$ cat src/hdl/slsr_pkg.sv
// shared types, constants and helpers of the sprite line select and render block
package slsr_pkg;

   localparam int MEM_BYTES     = 131072;
   localparam int MEM_AW        = $clog2(MEM_BYTES);
   localparam int LINE_SPRITES  = 8;
   localparam int SLOT_W        = $clog2(LINE_SPRITES);
   localparam int CNT_W         = $clog2(LINE_SPRITES + 1);
   localparam int TABLE_ENTRIES = 32;
   localparam int IDX_W         = $clog2(TABLE_ENTRIES);
   localparam int MODE1_KEEP    = 4;
   localparam int ADDR_W        = 17;
   localparam int CSR_IDX_W     = 3;

   localparam logic [7:0]        END_Y_M1     = 8'hd0;
   localparam logic [7:0]        END_Y_M2     = 8'hd8;
   localparam logic [7:0]        Y_WRAP       = 8'he0;
   localparam logic [ADDR_W-1:0] ATTR_MASK_M1 = 17'h03f80;
   localparam logic [ADDR_W-1:0] ATTR_MASK_M2 = 17'h1fe00;
   localparam logic [ADDR_W-1:0] CT_MASK      = 17'h1fc00;
   localparam logic [ADDR_W-1:0] ADDR_MASK_M1 = 17'h03fff;
   localparam logic [ADDR_W-1:0] ADDR_MASK_M2 = 17'h1ffff;

   typedef enum logic [1:0] {
      KIND_WRITE = 2'd0,
      KIND_SCAN  = 2'd1,
      KIND_PIXEL = 2'd2,
      KIND_NONE  = 2'd3
   } kind_type;

   typedef struct packed {
      kind_type          kind;
      logic [ADDR_W-1:0] mem_address;
      logic [7:0]        mem_data;
      logic [7:0]        hpos;
      logic [7:0]        vpos;
   } req_type;

   typedef struct packed {
      logic [3:0] color;
      logic       collision;
      logic       overflow;
      logic [4:0] overflow_index;
   } rsp_type;

   typedef enum logic [CSR_IDX_W-1:0] {
      CSR_DISPLAY_MODE   = 3'd0,
      CSR_ZOOM_ENABLE    = 3'd1,
      CSR_LARGE_SIZE     = 3'd2,
      CSR_SPRITES_OFF    = 3'd3,
      CSR_ATTRIBUTE_BASE = 3'd4,
      CSR_PATTERN_BASE   = 3'd5
   } csr_index_type;

   typedef enum logic [1:0] {
      SPR_NONE  = 2'd0,
      SPR_MODE1 = 2'd1,
      SPR_MODE2 = 2'd2
   } spr_mode_type;

   typedef enum logic [2:0] {
      RD_ATTR_Y,
      RD_ATTR_X,
      RD_ATTR_PAT,
      RD_ATTR_COL,
      RD_COLOR_TABLE,
      RD_PATTERN
   } rd_sel_type;

   typedef enum logic [3:0] {
      ST_IDLE,
      ST_DECODE,
      ST_SCAN_Y,
      ST_SCAN_X,
      ST_SCAN_PAT,
      ST_SCAN_ATTR,
      ST_SCAN_EVAL,
      ST_SCAN_CT,
      ST_PIX_TEST,
      ST_PIX_BIT,
      ST_RESPOND
   } state_type;

   typedef struct packed {
      logic       load_req;
      logic       mem_wr;
      rd_sel_type rd_sel;
      logic       scan_start;
      logic       cap_y;
      logic       cap_x;
      logic       cap_pat;
      logic       scan_next;
      logic       store_obj;
      logic       set_ovf;
      logic       pix_next;
      logic       pix_mark;
      logic       take_color;
      logic       set_coll;
      logic       rsp_load;
   } cmd_type;

   typedef struct packed {
      kind_type     kind;
      spr_mode_type mode;
      logic         sprites_off;
      logic         end_hit;
      logic         in_range;
      logic         full;
      logic         last_entry;
      logic         pix_done;
      logic         pix_hit;
      logic         opaque;
      logic         color_nz;
      logic         out_free;
   } status_type;

   function automatic spr_mode_type sprite_mode(input logic [4:0] code);
      spr_mode_type m;
      case (code) inside
         5'd0, 5'd2, 5'd4:                  m = SPR_MODE1;
         5'd8, 5'd12, 5'd16, 5'd20, 5'd28:  m = SPR_MODE2;
         default:                           m = SPR_NONE;
      endcase
      return m;
   endfunction

endpackage

$ cat src/hdl/slsr_ctrl.sv
// controller state machine that sequences memory writes, line scans and pixel queries
module slsr_ctrl (
   input  logic                clock,
   input  logic                reset,
   input  logic                req_valid,
   output logic                req_ready,
   input  slsr_pkg::status_type sts,
   output slsr_pkg::cmd_type   cmd
);
   import slsr_pkg::*;

   state_type state_ff, state_in;

   always_ff @(posedge clock) begin
      if (reset) begin
         state_ff <= ST_IDLE;
      end else begin
         state_ff <= state_in;
      end
   end

   always_comb begin
      state_in   = state_ff;
      cmd        = '0;
      cmd.rd_sel = RD_PATTERN;
      req_ready  = 1'b0;
      case (state_ff)
         ST_IDLE: begin
            req_ready = 1'b1;
            if (req_valid) begin
               cmd.load_req = 1'b1;
               state_in     = ST_DECODE;
            end
         end
         ST_DECODE: begin
            case (sts.kind)
               KIND_WRITE: begin
                  cmd.mem_wr = 1'b1;
                  state_in   = ST_RESPOND;
               end
               KIND_SCAN: begin
                  if (sts.mode == SPR_NONE) begin
                     state_in = ST_RESPOND;
                  end else begin
                     cmd.scan_start = 1'b1;
                     state_in = (sts.mode == SPR_MODE2 && sts.sprites_off) ?
                                ST_RESPOND : ST_SCAN_Y;
                  end
               end
               KIND_PIXEL: begin
                  state_in = (sts.mode == SPR_NONE) ? ST_RESPOND : ST_PIX_TEST;
               end
               default: begin
                  state_in = ST_RESPOND;
               end
            endcase
         end
         // attribute bytes are fetched back to back, each captured in the cycle after it is read
         ST_SCAN_Y: begin
            cmd.rd_sel = RD_ATTR_Y;
            state_in   = ST_SCAN_X;
         end
         ST_SCAN_X: begin
            cmd.rd_sel = RD_ATTR_X;
            cmd.cap_y  = 1'b1;
            state_in   = ST_SCAN_PAT;
         end
         ST_SCAN_PAT: begin
            cmd.rd_sel = RD_ATTR_PAT;
            cmd.cap_x  = 1'b1;
            state_in   = ST_SCAN_ATTR;
         end
         ST_SCAN_ATTR: begin
            cmd.rd_sel  = RD_ATTR_COL;
            cmd.cap_pat = 1'b1;
            state_in    = ST_SCAN_EVAL;
         end
         ST_SCAN_EVAL: begin
            if (sts.end_hit) begin
               state_in = ST_RESPOND;
            end else if (!sts.in_range) begin
               cmd.scan_next = 1'b1;
               state_in = sts.last_entry ? ST_RESPOND : ST_SCAN_Y;
            end else if (sts.full) begin
               cmd.set_ovf = 1'b1;
               state_in    = ST_RESPOND;
            end else if (sts.mode == SPR_MODE2) begin
               cmd.rd_sel = RD_COLOR_TABLE;
               state_in   = ST_SCAN_CT;
            end else begin
               cmd.store_obj = 1'b1;
               cmd.scan_next = 1'b1;
               state_in = sts.last_entry ? ST_RESPOND : ST_SCAN_Y;
            end
         end
         ST_SCAN_CT: begin
            cmd.store_obj = 1'b1;
            cmd.scan_next = 1'b1;
            state_in = sts.last_entry ? ST_RESPOND : ST_SCAN_Y;
         end
         ST_PIX_TEST: begin
            if (sts.pix_done) begin
               state_in = ST_RESPOND;
            end else if (!sts.pix_hit) begin
               cmd.pix_next = 1'b1;
            end else begin
               cmd.rd_sel   = RD_PATTERN;
               cmd.pix_mark = 1'b1;
               state_in     = ST_PIX_BIT;
            end
         end
         ST_PIX_BIT: begin
            if (sts.opaque && sts.color_nz) begin
               cmd.set_coll = 1'b1;
               state_in     = ST_RESPOND;
            end else begin
               cmd.take_color = sts.opaque;
               cmd.pix_next   = 1'b1;
               state_in       = ST_PIX_TEST;
            end
         end
         ST_RESPOND: begin
            if (sts.out_free) begin
               cmd.rsp_load = 1'b1;
               state_in     = ST_IDLE;
            end
         end
         default: begin
            state_in = ST_IDLE;
         end
      endcase
   end

endmodule

$ cat config.mk
export PLATFORM = sky130hd
export DESIGN_NAME = slsr_ctrl
export DESIGN_NICKNAME = d
export VERILOG_FILES = /design/src/hdl/slsr_pkg.sv /design/src/hdl/slsr_ctrl.sv
export SDC_FILE = /design/constraint.sdc
export NUM_CORES = 1
export LEC_CHECK = 0
export BUFFER_PORTS_ARGS = -buffer_cell sky130_fd_sc_hd__buf_2
export CORE_UTILIZATION = 42
export DETAILED_ROUTE_END_ITERATION = 7
export GPL_TIMING_DRIVEN = 1
export HOLD_SLACK_MARGIN = 0.15
export PLACE_DENSITY = 0.82
export SKIP_LAST_GASP = 1
export SYNTH_ARGS = -nofsm -noshare
export SYNTH_HDL_FRONTEND = slang
export SYNTH_SLANG_ARGS = --single-unit
$ cat constraint.sdc
create_clock -name clock -period 1.73 [get_ports clock]
set_input_delay 0.346 -clock clock [delete_from_list [all_inputs] [get_ports clock]]
set_output_delay 0.346 -clock clock [all_outputs]
set_load 0.01 [all_outputs]
==> flow_summary_export.csv <==
group,metric,value,unit
cells_and_area,final_common_cell,"buf_2",
cells_and_area,area_growth,38.7,%
yosys,synth-xor-area-share,0,
hold_path,hold_end,"state_ff[3]$_SDFFE_PP0P_",
outcome,status,"finished clean",
die,chipHeight,39.9,µm
clock_tree,clock-sinks,4,
routing,wl,1.75,mm
clock_tree,cts_buffers,3,
sta,setup-tns-final,0,ns
sta,setup_violations,0,
sta,maxSlewViolCount,0,
yosys,synth.net_count,109,
routing,wl_per_cell,12.6,µm
die,die_w,39.9,µm
sta,tightestPinTransition,0.457,ns
cells_and_area,largest_register_ffs,4,
sta,slew_headroom,0.687,
yosys,synth_top_family_by_area,"simple AND/OR/NAND/NOR gates",
critical_path,rrSetupSlack,0.31,ns
flow_run,cap_viol_max_count,0,
yosys,ys_ff_latch,4,
global_route,antenna_found_initial,0,
global_route,track_usage,0.266,
yosys,synthMuxAreaShare,0,
yosys,ys_seq_area_frac,0.133,
global_route,grt_first_pass_wirelength,2.84,mm
critical_path,worstPathRequired,1.38,ns
routing,vias,813,
sta,post-route-min-period,1.68,ns
clock_tree,cts_max_level,1,
routing,dr.first_iter.drc_count,34,
hold_path,hold_class,"in -> reg",
yosys,yosys.area.top_type,"dfxtp_1",
yosys,syn_area,602,µm²
yosys,synth.area.top_cells,"dfxtp_1 (13%), nor2_1 (6.9%), ha_1 (6.2%)",
cells_and_area,drive_gt1_frac,0.395,
critical_path,reg2reg_from,"state_ff[0]$_SDFFE_PP0P_",
cells_and_area,biggestRegsByFlops,"state_ff (4)",
yosys,yosys_warnings,0,
clock_tree,cts_buffer_depth,2,
critical_path,rr_worst_depth,4,
pwr,ir_worst_vdd,0.346,mV
critical_path,critical_path_arrival,1.33,ns
cells_and_area,regMostFlops,"state_ff",
place,place.detailed.hpwl,1.32,mm
critical_path,cp-start-kind,"flip-flop",
critical_path,crit_type,"reg -> out",
sta,finalWorstSetupSlack,0.0490,ns
hold_path,hold_start,"reset",
critical_path,endpoint_kind,"output port",
sta,rsz0062_at_grt,"yes",
global_route,grt_max_degree,15,
clock_tree,clock_latency,0.25,ns
clock_tree,root_buffer,"clkbuf_4",
die,dieArea,0.00159,mm²
clock_tree,clk_pin_slew,0.04,ns
yosys,synthCells,89,
cells_and_area,diodes,0,
yosys,synth_top_area_frac,0.133,
place,place_ws,0.0875,ns
yosys,synth-adder-area-share,0.0624,
global_route,overflow,0,
hold_path,hold_depth,2,
sta,finalCritPeriodShare,0.972,
critical_path,cp_max_fo,11,
sta,max_freq,0.595,GHz
critical_path,r2r_end,"state_ff[3]$_SDFFE_PP0P_",
routing,viasPerCell,5.85,
die,ios,35,
pwr,p_per_area,824,mW/mm²
yosys,avgSynthCellArea,6.76,µm²
routing,antenna_left,0,
die,row_count,13,
pwr,cellLeakagePower,0.411,nW
routing,dr.pass1.iters,4,
yosys,synth-compound-area-share,0.245,
die,core,0.00132,mm²
sta,hold_violations,0,
clock_tree,cts_tree,"built",
sta,finClkSkew,0.0000840,ns
place,io_buffers,34,
cells_and_area,final_nets,146,
place,routabilityCongestion,0.886,
global_route,grt_pass1_vias,667,
yosys,synthSimpleGateAreaFrac,0.462,
clock_tree,post_cts_hold_buffer_count,0,
cells_and_area,layout_common_cells,"buf_2 (35), nor2_1 (11), nor3_1 (7), inv_1 (6)",
routing,drc,0,
yosys,synth.distinct_cells,35,
pwr,power,0.000688,W
die,initial_core_util,0.457,
worst max-delay path, cell delays in order, from the launching register on:
cell     delay [ns]
dfxtp_2        0.36
nor2_1         0.25
nand3_1        0.13
nor3b_1        0.19
buf_2          0.15
power breakdown:
part / leakage, nW / internal (W) / total (W) / switching (W)
logic: 0.362 / 0.000182 / 0.000394 / 0.000211
registers: 0.0350 / 0.000117 / 0.000165 / 0.0000481
clock network: 0.0138 / 0.0000784 / 0.000129 / 0.0000502
total: 0.411 / 0.000378 / 0.000688 / 0.000310
Yosys cell counts, drive strengths merged:
library cell,number
nor2,11
nor3,7
buf,6
inv,6
nand2b,5
dfxtp,4
nand2,4
nor2b,4
o21ai,4
a21oi,3
and3,3
ha,3
nand3b,3
o31ai,3
a21o,2
nand3,2
nor3b,2
or2,2
or2b,2
a2111oi,1
a221oi,1
a22oi,1
a311o,1
a31oi,1
a32oi,1
and2,1
nor4,1
nor4b,1
o211ai,1
o31a,1
o41ai,1
or4,1
stage by stage:
step / utilization / cells / area, µm² / hold slack [ns]
2_1_floorplan: - / 89 / 602 / 0.415
3_3_place_gp: 0.590 / 135 / 777 / 0.564
3_5_place_dp: 0.590 / 135 / 777 / 0.575
4_1_cts: 0.616 / 138 / 812 / 0.311
5_1_grt: 0.633 / 139 / 835 / 0.316
6_report: 0.633 / 139 / 835 / 0.319
logic make-up after synthesis:
kind of cell    count (synthesis)
flops                           4
compound gates                 21
buf+inv                        12
fa+ha+maj                       3
simple gates                   49
layout make-up:
type,instances,area [µm²]
flip-flops and latches,4,90.1
well taps,15,18.8
inverters,6,22.5
clock buffers,3,22.5
multi-input cells,73,483
fillers,118,483
repair buffers,38,198
layer usage:
layer	part of all wire	GRT usage	up-vias
met5	0	0	-
met4	0.018	0.129	0
met3	0.078	0.0170	6
met2	0.49	0.463	56
met1	0.41	0.323	359
li1	-	-	392
what timing repair did:
action,4_1_cts,5_1_grt
setup endpoints to repair,7,4
pin swaps,0,2
setup buffers,0,1
resized for setup,5,5
how the worst max path moves through the flow:
stage,from,cells past startpoint,slack [ns],endpoint
floorplan,state_ff[2]$_SDFFE_PP0P_,3,0.19,cmd[9]
global placement,state_ff[2]$_SDFFE_PP0P_,3,0.19,cmd[11]
detailed placement,state_ff[2]$_SDFFE_PP0P_,3,0.09,cmd[11]
CTS,state_ff[1]$_SDFFE_PP0P_,3,0.01,cmd[11]
global route,state_ff[1]$_SDFFE_PP0P_,4,-0.06,cmd[2]
finish,state_ff[1]$_SDFFE_PP0P_,4,0.05,cmd[2]
Note: power is estimated with default switching activity, not from simulation.
